$ cat src/cxalu_pkg.sv
package cxalu_pkg;

  localparam int WORD_BITS = 32;
  localparam int FRAC_BITS = 16;
  localparam int KIND_BITS = 3;

  localparam int PROD_BITS = 2 * WORD_BITS;
  localparam int SUM_BITS = PROD_BITS + 1;
  localparam int DIV_SHIFT = WORD_BITS - FRAC_BITS;
  localparam int DIV_STEPS = WORD_BITS;
  localparam int CNT_BITS = $clog2(DIV_STEPS);
  localparam int TAG_BITS = 3;

  localparam int IN_DATA_BITS = 2 * WORD_BITS;
  localparam int OUT_DATA_BITS = ((2 * WORD_BITS + 2 + 7) / 8) * 8;

  localparam logic [WORD_BITS-1:0] WORD_MAX = {1'b0, {(WORD_BITS - 1){1'b1}}};
  localparam logic [WORD_BITS-1:0] WORD_MIN = {1'b1, {(WORD_BITS - 1){1'b0}}};

  typedef enum logic [KIND_BITS-1:0] {
    KIND_LOAD = 3'd0,
    KIND_ADD  = 3'd1,
    KIND_SUB  = 3'd2,
    KIND_MUL  = 3'd3,
    KIND_DIV  = 3'd4,
    KIND_CMP  = 3'd5
  } kind_e;

  // multiplier operand pairs, in issue order
  typedef enum logic [TAG_BITS-1:0] {
    TAG_AR_BR = 3'd0,
    TAG_AI_BI = 3'd1,
    TAG_AI_BR = 3'd2,
    TAG_AR_BI = 3'd3,
    TAG_BR_BR = 3'd4,
    TAG_BI_BI = 3'd5
  } mul_tag_e;

  typedef enum logic [2:0] {
    ST_IDLE,
    ST_EXEC,
    ST_MUL,
    ST_DRAIN,
    ST_ABS,
    ST_INIT,
    ST_ITER,
    ST_DONE
  } state_e;

  typedef struct packed {
    logic     take;
    logic     mul_en;
    mul_tag_e mul_tag;
    logic     div_abs;
    logic     div_init;
    logic     div_step;
    logic     finish;
  } cmd_t;

  typedef struct packed {
    kind_e kind;
    logic  div_zero;
    logic  out_free;
  } sts_t;

endpackage

$ cat src/cxalu_ctrl.sv
module cxalu_ctrl (
  input  logic              clk_i,
  input  logic              rst_ni,
  input  logic              in_valid_i,
  output logic              in_ready_o,
  input  cxalu_pkg::sts_t   sts_i,
  output cxalu_pkg::cmd_t   cmd_o
);

  cxalu_pkg::state_e state_q, state_d;
  logic [cxalu_pkg::CNT_BITS-1:0] cnt_q, cnt_d;
  logic [cxalu_pkg::CNT_BITS-1:0] mul_last;
  logic needs_mul;

  assign mul_last = (sts_i.kind == cxalu_pkg::KIND_MUL) ?
                    cxalu_pkg::CNT_BITS'(cxalu_pkg::TAG_AR_BI) :
                    cxalu_pkg::CNT_BITS'(cxalu_pkg::TAG_BI_BI);
  assign needs_mul = (sts_i.kind == cxalu_pkg::KIND_MUL) ||
                     ((sts_i.kind == cxalu_pkg::KIND_DIV) && !sts_i.div_zero);

  always_comb begin
    state_d = state_q;
    cnt_d   = cnt_q;
    case (state_q)
      cxalu_pkg::ST_IDLE: begin
        if (in_valid_i) state_d = cxalu_pkg::ST_EXEC;
      end
      cxalu_pkg::ST_EXEC: begin
        if (needs_mul) begin
          state_d = cxalu_pkg::ST_MUL;
          cnt_d   = '0;
        end else begin
          state_d = cxalu_pkg::ST_DONE;
        end
      end
      cxalu_pkg::ST_MUL: begin
        if (cnt_q == mul_last) state_d = cxalu_pkg::ST_DRAIN;
        else cnt_d = cnt_q + 1'b1;
      end
      cxalu_pkg::ST_DRAIN: begin
        state_d = (sts_i.kind == cxalu_pkg::KIND_MUL) ? cxalu_pkg::ST_DONE :
                                                        cxalu_pkg::ST_ABS;
      end
      cxalu_pkg::ST_ABS: begin
        state_d = cxalu_pkg::ST_INIT;
      end
      cxalu_pkg::ST_INIT: begin
        state_d = cxalu_pkg::ST_ITER;
        cnt_d   = '0;
      end
      cxalu_pkg::ST_ITER: begin
        if (cnt_q == cxalu_pkg::CNT_BITS'(cxalu_pkg::DIV_STEPS - 1)) begin
          state_d = cxalu_pkg::ST_DONE;
        end else begin
          cnt_d = cnt_q + 1'b1;
        end
      end
      cxalu_pkg::ST_DONE: begin
        if (sts_i.out_free) state_d = cxalu_pkg::ST_IDLE;
      end
      default: begin
        state_d = cxalu_pkg::ST_IDLE;
      end
    endcase
  end

  always_comb begin
    in_ready_o     = 1'b0;
    cmd_o          = '0;
    cmd_o.mul_tag  = cxalu_pkg::TAG_AR_BR;
    case (state_q)
      cxalu_pkg::ST_IDLE: begin
        in_ready_o = 1'b1;
        cmd_o.take = in_valid_i;
      end
      cxalu_pkg::ST_MUL: begin
        cmd_o.mul_en  = 1'b1;
        cmd_o.mul_tag = cxalu_pkg::mul_tag_e'(cnt_q[cxalu_pkg::TAG_BITS-1:0]);
      end
      cxalu_pkg::ST_ABS: begin
        cmd_o.div_abs = 1'b1;
      end
      cxalu_pkg::ST_INIT: begin
        cmd_o.div_init = 1'b1;
      end
      cxalu_pkg::ST_ITER: begin
        cmd_o.div_step = 1'b1;
      end
      cxalu_pkg::ST_DONE: begin
        cmd_o.finish = sts_i.out_free;
      end
      default: begin
        in_ready_o = 1'b0;
      end
    endcase
  end

  always_ff @(posedge clk_i or negedge rst_ni) begin
    if (!rst_ni) begin
      state_q <= cxalu_pkg::ST_IDLE;
      cnt_q   <= '0;
    end else begin
      state_q <= state_d;
      cnt_q   <= cnt_d;
    end
  end

  a_take_exec: assert property (@(posedge clk_i) disable iff (!rst_ni)
    cmd_o.take |=> state_q == cxalu_pkg::ST_EXEC)
    else $error("accepted request did not move to exec");

  a_mul_kind: assert property (@(posedge clk_i) disable iff (!rst_ni)
    state_q == cxalu_pkg::ST_MUL |->
      (sts_i.kind == cxalu_pkg::KIND_MUL || sts_i.kind == cxalu_pkg::KIND_DIV))
    else $error("multiplier sequence for a kind that needs none");

  a_iter_end: assert property (@(posedge clk_i) disable iff (!rst_ni)
    (state_q == cxalu_pkg::ST_ITER &&
     cnt_q == cxalu_pkg::CNT_BITS'(cxalu_pkg::DIV_STEPS - 1))
      |=> state_q == cxalu_pkg::ST_DONE)
    else $error("divide iterations did not end");

endmodule

$ cat config.mk
export PLATFORM = sky130hd
export DESIGN_NAME = cxalu_ctrl
export DESIGN_NICKNAME = d
export VERILOG_FILES = /design/src/cxalu_pkg.sv /design/src/cxalu_ctrl.sv
export SDC_FILE = /design/constraint.sdc
export NUM_CORES = 1
export LEC_CHECK = 0
export BUFFER_PORTS_ARGS = -buffer_cell sky130_fd_sc_hd__buf_4
export CORE_MARGIN = 5
export CORE_UTILIZATION = 53
export CTS_CLUSTER_SIZE = 24
export DETAILED_ROUTE_END_ITERATION = 10
export PLACE_DENSITY = 0.83
export SLEW_MARGIN = 40
export SYNTH_ARGS = -nofsm -noshare
export SYNTH_HDL_FRONTEND = slang
export SYNTH_SLANG_ARGS = --single-unit
$ cat constraint.sdc
create_clock -name clk_i -period 3.71 [get_ports clk_i]
set_input_delay 0.1855 -clock clk_i [delete_from_list [all_inputs] [get_ports clk_i]]
set_output_delay 0.1855 -clock clk_i [all_outputs]
set_load 0.005 [all_outputs]
## Yosys cells after proc, flatten, opt, wreduce, memory -nomap -nowiden

Index checks and enable logic that the tools add are counted.

| operators by class | value |
|---|---|
| add/sub/neg operators | 1 |
| reductions and logical operators | 7 |
| equality and inequality tests | 18 |
| mux-type cells | 19 |

Operators by type and width:

| operator | count |
|---|---|
| case mux 3 bit (8 select lines) | 1 |
| case mux 5 bit (4 select lines) | 1 |
| two-way mux 3 bit | 6 |
| == test 3 bit (second input constant) | 5 |
| two-way mux 5 bit | 3 |
| != test 2 bit (second input constant) | 7 |
| == test 3 x 2 -> 1 bit (second input constant) | 3 |
| AND reduction 4 bit | 2 |
| two-way mux 1 bit | 6 |
| adder 5 x 1 -> 5 bit (second input constant) | 1 |
| == test 5 x 3 -> 1 bit | 1 |
| == test 5 bit (second input constant) | 1 |
| two-way mux 4 bit | 1 |
| nonzero test 4 bit | 1 |
| == test 3 x 1 -> 1 bit (second input constant) | 1 |
| zero test 3 bit | 1 |
| two-way mux 2 bit | 1 |
| logical AND 1 bit | 1 |
| zero test 1 bit | 1 |
| logical OR 1 bit | 1 |

| word-level totals | value |
|---|---|
| word-level logic and storage cells | 47 |
| bits of input ports | 8 |
| output and inout bits | 10 |
| flip-flop bits (word level) | 8 |

## Logic depth before layout (Yosys ltp)

Gate-level depths: netlist of the first run.

| logic depth | value |
|---|---|
| depth in word-level cells | 5 |
| mapped depth | 8 |
| mapped depth without buffers | 8 |

## Worst setup path before layout of the first run

OpenSTA, ideal clock, no wires.

| path | value |
|---|---|
| path kind | register to register |
| start point | register cnt_q[0] (netlist bit) |
| end point | register cnt_q[2] (netlist bit) |
| cell stages (with the launch flop) | 9 |
| clock period less this slack | 1864 ps |
| required time | 3636 ps |
| buffers on the path | 0 |
| arrival | 1790 ps |
| setup slack | 1846 ps |
| library setup time | 74 ps |
| cell sequence | dfrtp_1 -> ha_1 -> and3_1 -> ha_1 -> nand3_1 -> o311ai_2 -> a31o_2 -> or2_4 -> o21ai_2 |

| on the way | value |
|---|---|
| word-level cells in the longest chain between the ends | 3 |
| elaborated cells on any way between the ends | 9 |
| classes of those cells | add/sub: 1; eq/ne: 4; mux: 3; reduce/logical: 1 |

RTL lines:

| item | line | source |
|---|---|---|
| from (decl) | cxalu_ctrl.sv:11 | `logic [cxalu_pkg::CNT_BITS-1:0] cnt_q, cnt_d;` |
| from (signal assigned) | cxalu_ctrl.sv:104 | `cnt_q <= cnt_d;` |
| adder 5 x 1 -> 5 bit, or another cell as far along | cxalu_ctrl.sv:38, cxalu_ctrl.sv:55 |  |
| two-way mux 5 bit, or another cell as far along | cxalu_ctrl.sv:52 | `if (cnt_q == cxalu_pkg::CNT_BITS'(cxalu_pkg::DIV_STEPS - 1)) begin` |
| case mux 5 bit (4 select lines) or AND reduction 4 bit (tied branches) | n/a |  |

Several ways; a longest one is shown, not always the timed one. The select of a mux whose other input is x is not followed.
A chain may end at the register's enable or synchronous reset.

==> out/metrics.cfg, run 1 <==
[outcome]
status=finished clean

[sta]
fmax_ghz=0.479
hold_viol_final=0
tns_ns=0
max_slew_margin=0.718
rsz0062_at_grt=false
drv_slew=0
worst_pin_slew_ns=0.421
period_share=0.563
fin_skew_ns=0.00961
finalSetupViolCount=0
period_needed_ns=2.09
layout_setup_ws_ns=1.62

[cts]
cts_buffer_depth=2
holdBufCountCts=1
cts_sinks=8
cts_tree=yes
cts_buffers=3
clkTransAtPathRegs_ns=0.06
clock-root-buffer=clkbuf_4
cts_resized=0
post-cts-setup-buffers=0
clk_latency_ns=0.25
htreeDepth=1

[synthesis]
ys_ff_latch=8
synth_area_um2=687
synth_ff_type=dfrtp_1
synth_edf_count=0
yosysSeqAreaShare=0.291
synthCells=77
ys_types=31
syn_area_per_cell_um2=8.92
yosys_warnings=0
syn_nets=91
synthTopCellsByCount=nand2_1 (9), and2_1 (8), dfrtp_1 (8)
yosysTopAreaCell=dfrtp_1
synth_top_area_frac=0.291
synthArstFlopShare=1.00
synth_most_common_cell=nand2_1
synth_area_leaders=dfrtp_1 (29%), ha_1 (11%), and2_1 (7.3%), nand2_1 (4.9%), mux2i_1 (4.4%)

[power_and_ir_drop]
p_per_area_nw_per_um2=631
combinationalPowerShare=0.611
switching_share=0.428
power.share.sequential=0.267
p_leak_nw=0.432
p_sw_mw=0.231
pwr-share-clk=0.121
p_int_mw=0.309
vdd_ir_drop_max_uv=474
power.total_mw=0.540

[grt]
grt_pass1_vias=599
grt_pass1_wl_mm=2.44
track_usage=0.163
antenna_found_initial=0
grt_max_degree=13
grt_overflow_total=0

[drt]
viasPerCell=5.65
drt_first_pass_iters=4
vias=627
final_antenna_net_count=0
wire_per_inst_um=13.1
drt_drc_violations_left=0
drt_iter0_markers=10
totalWireLength_mm=1.45

[layout]
diodes=0
area_growth_pct=24.6
nets=112
num-fill-cells=100
utilization=0.675
multi_input_area_um2=458
regArea_um2=200
drive_gt1_frac=0.292
fin_area_um2=856

[worst_setup_path]
cp_num_buf_inv=3
cp_data_required_time_ns=3.52
worst_path_max_delay_cell=dfrtp_1
crit_top_cell=inv_1
reg2reg_slack_ns=1.73
cpLargestDelayFamily=simple AND/OR/NAND/NOR gates
reg2reg_depth=7
cp-end-kind=output port
cp_cell_sequence=inv_1 -> ha_1 -> inv_1 -> nor2_1 -> and2_1 -> buf_4
critical_path_class=reg2out
crit_fanout=9
reg2reg_to=cnt_q[0]$_DFFE_PN0P_
reg2reg_from=state_q[0]$_DFFE_PN0P_
worstSetupStartpointType=register
cp_slowest_stage_delay_ns=0.40
cp.arrival_ns=1.90

[floorplan]
core_um2=1270
io_pins=18
fp-row-count=13
die_w_um=46
start_util=0.541
die_h_um=46
die_area_um2=2120

[placement]
pre_cts_slack_ns=1.72
dpl.hpwl_mm=1.20
gp_congestion=0.819
portBuffers=17
dpl_cell_area_um2=823

[job]
max_cap_violations=0

[min_path]
min_path_type=in2async

[flip-flops by register name (all words and copies together) (netlist names)]
name,count
cnt_q,5
state_q,3
[power by group through the flow]
stage / Sequential [mW] / Combinational (mW) / Clock, mW
after floorplan: 0.130 / 0.250 / 0
after global placement: 0.143 / 0.324 / 0
after detailed placement: 0.146 / 0.331 / 0
after CTS: 0.144 / 0.334 / 0.0667
after global routing: 0.151 / 0.374 / 0.0718
final: 0.144 / 0.330 / 0.0655
[kinds of logic after synthesis]
logic type,synth area share
buffers and inverters,0.0419
adder cells (fa/ha/maj),0.109
flip-flops,0.291
AND/OR/NAND/NOR,0.337
AO/OA/AOI/OAI,0.177
multiplexers,0.0437
[cell usage in the layout (no fill, tap or decap)]
cell type / n
a221oi_2: 1
nand3b_1: 1
ha_1: 6
or2b_1: 3
nor4b_4: 1
o21ai_2: 2
and3b_2: 1
mux2i_1: 3
nor3_1: 3
nand3_1: 2
and3_1: 3
nor3b_1: 1
nor2_1: 3
dlygate4sd3_1: 1
o21bai_1: 1
o311ai_2: 1
a31o_2: 1
a21oi_1: 1
o21ai_0: 4
nand2_1: 9
inv_1: 5
clkbuf_4: 3
a21o_1: 1
a2111oi_0: 1
nand2b_1: 1
nor2b_1: 1
dfrtp_1: 8
o41ai_1: 1
o22ai_1: 1
and2_1: 8
or2_4: 1
buf_4: 17
[worst reg2reg max path: stages (launching register included)]
cell and delay, ns:
dfrtp_1 0.40, inv_1 0.10, ha_1 0.33, inv_1 0.16, nor2_1 0.37, a31o_2 0.30, or2_4 0.15, o21ai_2 0.05
[layout make-up]
class,count,share of cell area
timing repair buffer,18,0.161
clock buffer,3,0.0263
tap,15,0.0219
multi-input combinational,62,0.535
sequential,8,0.234
inverter,5,0.0219
[per-layer routing]
layer	vias up	GRT usage	wire [µm]
met5	-	0	0
met4	0	0.0682	12
met3	2	0.0395	147
met2	25	0.264	682
met1	290	0.204	608
li1	310	-	-
[per-stage QoR]
stage	std cells	hold WS, ns
2_1_floorplan	77	-0.110
3_3_place_gp	107	0.00688
3_5_place_dp	107	0.00733
4_1_cts	111	0.277
5_1_grt	111	0.297
6_report	111	0.284
[worst max-delay path by stage]
stage | slack [ns] | from | depth (start not counted) | to
floorplan | 1.85 | cnt_q[0]$_DFFE_PN0P_ | 8 | cnt_q[2]$_DFFE_PN0P_
global placement | 1.79 | cnt_q[0]$_DFFE_PN0P_ | 8 | cnt_q[2]$_DFFE_PN0P_
detailed placement | 1.72 | cnt_q[1]$_DFFE_PN0P_ | 8 | cnt_q[2]$_DFFE_PN0P_
CTS | 1.64 | state_q[0]$_DFFE_PN0P_ | 6 | cmd_o[4]
global route | 1.50 | state_q[0]$_DFFE_PN0P_ | 6 | cmd_o[4]
finish | 1.62 | state_q[0]$_DFFE_PN0P_ | 6 | cmd_o[5]
No activity file was read; power rests on OpenSTA's default activity.
==> run 2, diff against run 1 <==
ABC_AREA = 1   (was unset)
CORE_UTILIZATION = 52   (was 53)
PLACE_DENSITY = 0.8   (was 0.83)
clock period = 2.1 ns   (was 3.71 ns; I/O delays follow)
==> run 2 against run 1 <==
  * Synthesized cell count is 53% higher
  * Non-clock buffer count is the same
  * Die area up 12%
  * Cell count increased by 38%
  * Worst hold slack lost 0.11 ns
  * Core utilization shrank 2.7 points
  * Sequential cell count unchanged
  * Combinational power is 120% higher
  * Critical path depth is 1 higher
  * Setup slack got worse by 1.3 ns
  * Largest cell class unchanged
  * Largest power group unchanged
==> out/metrics.cfg, run 2 <==
[power_and_ir_drop]
pwr-share-clk=0.098  ; -0.023
p_int_mw=0.564  ; +83%
switching_share=0.504  ; +0.0754
p_per_area_nw_per_um2=1210  ; +91%
p_leak_nw=0.546  ; +26%
vdd_ir_drop_max_uv=775  ; +63%
combinationalPowerShare=0.648  ; +0.037
power.share.sequential=0.254  ; -0.013
p_sw_mw=0.572  ; +150%

[worst_setup_path]
cp_cell_sequence=inv_1 -> ha_1 -> inv_2 -> nor2_8 -> inv_1 -> nor2_1 -> buf_4
crit_top_cell=inv_1
cp-end-kind=output port
worstSetupStartpointType=register
critical_path_class=reg2out
cp.arrival_ns=1.63  ; -0.27 ns
crit_fanout=7  ; -2
cp_slowest_stage_delay_ns=0.40  ; about the same
cp_data_required_time_ns=2.00  ; -1.52 ns
worst_path_max_delay_cell=dfrtp_1

[synthesis]
synth_top_area_frac=0.257  ; -0.0342
ys_types=22  ; -29%
synthCells=118  ; +53%
synth_area_leaders=dfrtp_1 (26%), nand2_1 (16%), ha_1 (9.6%), nand3_1 (9.6%), inv_1 (8.7%)
synth_most_common_cell=nand2_1
synth_ff_type=dfrtp_1
yosysTopAreaCell=dfrtp_1
yosysSeqAreaShare=0.257  ; -0.0342
ys_ff_latch=8  ; unchanged
synth_edf_count=0  ; unchanged
yosys_warnings=0  ; unchanged
synthTopCellsByCount=nand2_1 (34), inv_1 (18), nand3_1 (15), nor2_1 (15), dfrtp_1 (8)
syn_nets=132  ; +45%
synth_area_um2=778  ; +13%
syn_area_per_cell_um2=6.60  ; -26%
synthArstFlopShare=1.00  ; unchanged

[sta]
rsz0062_at_grt=false
layout_setup_ws_ns=0.360  ; -1.26 ns
finalSetupViolCount=0  ; unchanged
hold_viol_final=0  ; unchanged
worst_pin_slew_ns=0.455  ; +0.0340 ns
period_share=0.829
whs_ns=0.174  ; -0.110 ns
max_slew_margin=0.697  ; -0.0217
fin_skew_ns=0.000336  ; -0.00928 ns
period_needed_ns=1.74
fmax_ghz=0.575
tns_ns=0  ; unchanged
drv_slew=0  ; unchanged

[layout]
final_cells=153  ; +38%
nets=153  ; +37%
drive_gt1_frac=0.226  ; -0.0654
regMostFlops=cnt_q
mostFrequentLayoutCell=nand2_1
final_cell_mix=nand2_1 (34), inv_1 (18), buf_4 (17), nor2_1 (15), nand3_1 (15)
area_growth_pct=21.1
top_regs=cnt_q x5, state_q x3
diodes=0  ; unchanged
largest_reg_flops=5  ; unchanged

[cts]
post-cts-setup-buffers=0  ; unchanged
clock-root-buffer=clkbuf_4
cts_buffers=3  ; unchanged
htreeDepth=1  ; unchanged
clkTransAtPathRegs_ns=0.05  ; about the same
cts_resized=0  ; unchanged
cts_tree=yes
clk_latency_ns=0.25  ; about the same
cts_sinks=8  ; unchanged
cts_buffer_depth=2  ; unchanged

[drt]
final_antenna_net_count=0  ; unchanged
wire_per_inst_um=10.4  ; -20%
drt_iter0_markers=14  ; +4
drt_drc_violations_left=0  ; unchanged
viasPerCell=5.03  ; -11%
vias=769  ; +23%
totalWireLength_mm=1.59  ; +9.7%
drt_first_pass_iters=4  ; unchanged

[placement]
dpl.cell_count=149  ; +39%
gp_congestion=0.918  ; +12%
portBuffers=17  ; unchanged
pre_cts_slack_ns=0.464  ; -1.26 ns
dpl.hpwl_mm=1.35  ; +12%

[grt]
grt_pass1_wl_mm=2.71  ; +11%
grt_overflow_total=0  ; unchanged
grt_max_degree=11  ; -2
antenna_found_initial=0  ; unchanged
track_usage=0.141  ; -0.0226
grt_pass1_vias=690  ; +15%

[floorplan]
die_area_um2=2370  ; +12%
fp-row-count=14  ; +1
core_um2=1450  ; +15%
die_h_um=48.7  ; +5.8%
start_util=0.535  ; -0.00614
io_pins=18  ; unchanged
die_w_um=48.7  ; +5.8%

[job]
max_cap_violations=0  ; unchanged

[outcome]
status=finished clean

[min_path]
min_path_type=in2reg

run 2: cell count changes in the layout (fill, tap and decap cells not counted), sizes merged, moves of 2 or more:
cell | previous run | this run
and3 | 3 | 1
nand3 | 2 | 15
inv | 5 | 20
nand2 | 9 | 38
mux2i | 3 | 0
nand4 | 0 | 2
or2b | 3 | 0
o21ai | 6 | 2
nor2 | 3 | 17
and2 | 8 | 0
a21oi | 1 | 4
run 2: what timing repair did:
action,CTS,global route
endpoints found under the hold margin,8,0
hold buffers,1,0
endpoints found under the setup margin,0,0
run 2: critical path: cells and delay by family, from the launching register on:
family / cells / cell delay, ns
adder cells (fa/ha/maj): 1 / 0.34
buffers and inverters: 4 / 0.42
flip-flops: 1 / 0.40
AND/OR/NAND/NOR: 2 / 0.23
run 2: power groups by stage:
stage          clock, mW  combinational (mW)  sequential, mW
2_1_floorplan          0               0.600           0.244
3_3_place_gp           0               0.724           0.286
3_5_place_dp           0               0.735           0.289
4_1_cts            0.118               0.739           0.286
5_1_grt            0.129               0.837           0.297
6_report           0.112               0.736           0.288
run 2: stage by stage:
stage	power (mW)	util	area (µm²)
after floorplan	0.843	-	778
after global placement	1.01	0.626	910
after detailed placement	1.02	0.626	910
after CTS	1.14	0.648	942
after global routing	1.26	0.648	942
final	1.14	0.648	942
run 2: cell type report:
cell class	instances	area [µm²]
Fill cell	136	512
Tap cell	16	20.0
Multi-Input combinational cell	88	487
Inverter	20	75.1
Clock buffer	3	22.5
Timing Repair Buffer	18	138
Sequential cell	8	200
run 2: final timing paths:
path | start | end | slack (ns) | depth (start not counted)
max | state_q[0]$_DFFE_PN0P_ | cmd_o[6] | 0.36 | 7
min | sts_i[0] | state_q[2]$_DFFE_PN0P_ | 0.17 | 4
max reg2reg | cnt_q[0]$_DFFE_PN0P_ | cnt_q[1]$_DFFE_PN0P_ | 0.45 | 10
min reg2reg | state_q[0]$_DFFE_PN0P_ | state_q[0]$_DFFE_PN0P_ | 0.53 | 2
max in group asynchronous | rst_ni | cnt_q[0]$_DFFE_PN0P_ | 1.76 | 2
min in group asynchronous | rst_ni | state_q[2]$_DFFE_PN0P_ | 0.21 | 2
run 2: per-layer routing:
layer	routed length (µm)	GRT usage	up-vias
met5	0	0	-
met4	27	0.0942	0
met3	100	0.0337	4
met2	791	0.228	23
met1	671	0.161	333
li1	-	-	409
run 2: cells by family (layout without fill, tap and decap cells):
kind of cell	after synthesis	count (layout)	share of synthesized area
buffers and inverters	22	41	0.117
AOI/OAI and AO/OA	7	7	0.0611
adders and majority gates	6	6	0.0965
and+or+nand+nor	75	75	0.468
DFF	8	8	0.257
==> run 3, diff against run 2 <==
CORE_UTILIZATION = 47   (was 52)
PLACE_DENSITY = 0.77   (was 0.8)
clock period = 1.47 ns   (was 2.1 ns; I/O delays follow)
==> run 3 against run 2 <==
  * Critical path depth increased by 3
  * First-iteration DRC count increased by 36%
  * Sequential share of layout area down 4.4 points
  * Core utilization grew 13 points
  * The run now ends with setup timing left
  * Global-route usage increased by 1.8 points
  * Combinational power is 120% higher
  * Clock-buffer cell count unchanged
  * Sequential power increased by 40%
  * Die area rose by 8.4%
  * Worst hold slack better by 0.012 ns
  * Cell count increased by 10%
  * Critical path type is now reg2reg
  * Critical endpoint is now state_q[0]$_DFFE_PN0P_
  * Routed wire length grew 54%
==> out/metrics.cfg, run 3 (synthesized netlist as in run 2, its figures left out) <==
[worst_setup_path]
cp-end-kind=register
worstSetupStartpointType=register
cp.arrival_ns=1.67  ; +0.04 ns
cp_data_required_time_ns=1.60  ; -0.40 ns
reg2reg_slack_ns=-0.07  ; -0.52 ns
crit_fanout=4  ; -3
critical_path_class=reg2reg
reg2reg_depth=10  ; unchanged
reg2reg_from=cnt_q[1]$_DFFE_PN0P_
reg2reg_to=state_q[0]$_DFFE_PN0P_

[floorplan]
core_um2=1540  ; +6.0%
start_util=0.505  ; -0.0304
io_pins=18  ; unchanged
die_area_um2=2570  ; +8.4%
fp-row-count=14  ; unchanged
die_h_um=50.7  ; +4.1%
die_w_um=50.7  ; +4.1%

[drt]
drt_iter0_markers=19  ; +5
viasPerCell=5.25  ; +4.5%
final_antenna_net_count=0  ; unchanged
drt_first_pass_iters=4  ; unchanged
vias=888  ; +15%
drt_drc_violations_left=0  ; unchanged
wire_per_inst_um=14.5  ; +40%
totalWireLength_mm=2.46  ; +54%

[cts]
cts_buffer_depth=2  ; unchanged
cts_tree=yes
htreeDepth=1  ; unchanged
clock-root-buffer=clkbuf_4
clk_latency_ns=0.24  ; about the same
cts_sinks=8  ; unchanged
clkTransAtPathRegs_ns=0.05  ; about the same
cts_buffers=3  ; unchanged

[sta]
whs_ns=0.186  ; +0.0125 ns
finalSetupViolCount=10  ; +10
layout_setup_ws_ns=-0.0744  ; -0.434 ns
period_needed_ns=1.54
hold_viol_final=0  ; unchanged
rsz0062_at_grt=true
worst_pin_slew_ns=0.344  ; -0.111 ns
drv_slew=0  ; unchanged
period_share=1.05
max_slew_margin=0.771  ; +0.0743
fmax_ghz=0.647
fin_skew_ns=0.00293  ; +0.00259 ns

[power_and_ir_drop]
power.share.sequential=0.187  ; -0.067
combinationalPowerShare=0.742  ; +0.094
vdd_ir_drop_max_uv=1210  ; +56%
p_leak_nw=0.630  ; +15%
p_int_mw=1.09  ; +93%
p_sw_mw=1.08  ; +88%
switching_share=0.498  ; -0.00584
p_per_area_nw_per_um2=1810  ; +50%
pwr-share-clk=0.071  ; -0.027
power.total_mw=2.17  ; +91%

[layout]
regMostFlops=cnt_q
mostFrequentLayoutCell=buf_4
drive_gt1_frac=0.490  ; +0.264
utilization=0.777  ; +0.129
final_cell_mix=buf_4 (33), nand2_1 (24), inv_1 (16), nand2_2 (13), nand3_1 (13)
area_growth_pct=53.9
largest_reg_flops=5  ; unchanged
fin_area_um2=1200  ; +27%
diodes=0  ; unchanged
top_regs=cnt_q x5, state_q x3
nets=169  ; +10%

[min_path]
min_path_type=in2async

[outcome]
failed_checks=setup timing
status=complete, but fails checks

[placement]
portBuffers=17  ; unchanged
pre_cts_slack_ns=-0.0326  ; -0.496 ns
dpl.hpwl_mm=1.50  ; +11%
gp_congestion=0.929  ; +1.3%
dpl_cell_area_um2=990  ; +8.8%

[grt]
track_usage=0.158  ; +0.0176
grt_max_degree=9  ; -2
grt_pass1_vias=784  ; +14%
grt_overflow_total=0  ; unchanged
antenna_found_initial=0  ; unchanged
grt_pass1_wl_mm=3.22  ; +19%

[job]
max_cap_violations=0  ; unchanged

==> run 3: changes by cell type in the layout (fill, tap and decap cells not counted), moves of 2 or more <==
cell	change
nor2_1	-5
ha_2	+3
inv_4	+2
buf_4	+16
ha_1	-6
nand2_1	-10
nand3_2	+2
nand3_1	-2
nor3_4	+2
inv_1	-2
nor2_2	+4
ha_4	+3
nand2_2	+10
==> run 3: stage by stage <==
step / instances / setup TNS [ns]
CTS: 164 / -0.0804
finish: 169 / -0.448
global route: 169 / -1.34
global placement: 159 / 0
floorplan: 118 / 0
detailed placement: 159 / -0.151
==> run 3: how the worst max path moves through the flow <==
stage,start,to,depth (start not counted)
2_1_floorplan,cnt_q[1]$_DFFE_PN0P_,cnt_q[1]$_DFFE_PN0P_,10
3_3_place_gp,cnt_q[1]$_DFFE_PN0P_,cnt_q[0]$_DFFE_PN0P_,10
3_5_place_dp,cnt_q[1]$_DFFE_PN0P_,cnt_q[1]$_DFFE_PN0P_,10
4_1_cts,cnt_q[0]$_DFFE_PN0P_,cnt_q[3]$_DFFE_PN0P_,10
5_1_grt,cnt_q[1]$_DFFE_PN0P_,state_q[1]$_DFFE_PN0P_,10
6_report,cnt_q[1]$_DFFE_PN0P_,state_q[0]$_DFFE_PN0P_,10
==> run 3: layer usage <==
layer,GRT usage,routed length (µm)
met1,0.181,939
met3,0.0148,128
met5,0,0
met2,0.293,1340
met4,0.0638,46
==> run 3: worst max-delay path: stages (launching register included) <==
cell	delay, ns
dfrtp_1	0.35
ha_2	0.21
nand2_2	0.06
nor2_2	0.13
ha_4	0.16
buf_4	0.12
o22ai_4	0.09
nor2_4	0.15
nand2_2	0.07
nand2_1	0.06
nand2_1	0.05
==> run 3: timing repair <==
action / 4_1_cts / 5_1_grt
pin swaps: 6 / 9
setup endpoints to repair: 10 / 12
hold buffers: 1 / 0
resized for setup: 10 / 26
hold endpoints to repair: 8 / 0
gates cloned: 0 / 0
buffers inserted: 1 / 5
==> run 3: layout make-up <==
cell class / count / area (µm²)
sequential: 8 / 201
fill: 109 / 344
tap: 16 / 20.0
clock buffer: 3 / 22.5
inverter: 20 / 80.1
timing repair buffer: 34 / 258
multi-input combinational: 88 / 616
==> run 3: power groups by stage <==
| stage | clock, mW | combinational [mW] | sequential (mW) |
|---|---|---|---|
| floorplan | 0 | 0.862 | 0.349 |
| global placement | 0 | 1.21 | 0.364 |
| detailed placement | 0 | 1.24 | 0.369 |
| CTS | 0.165 | 1.32 | 0.376 |
| global route | 0.175 | 1.75 | 0.411 |
| finish | 0.153 | 1.61 | 0.404 |
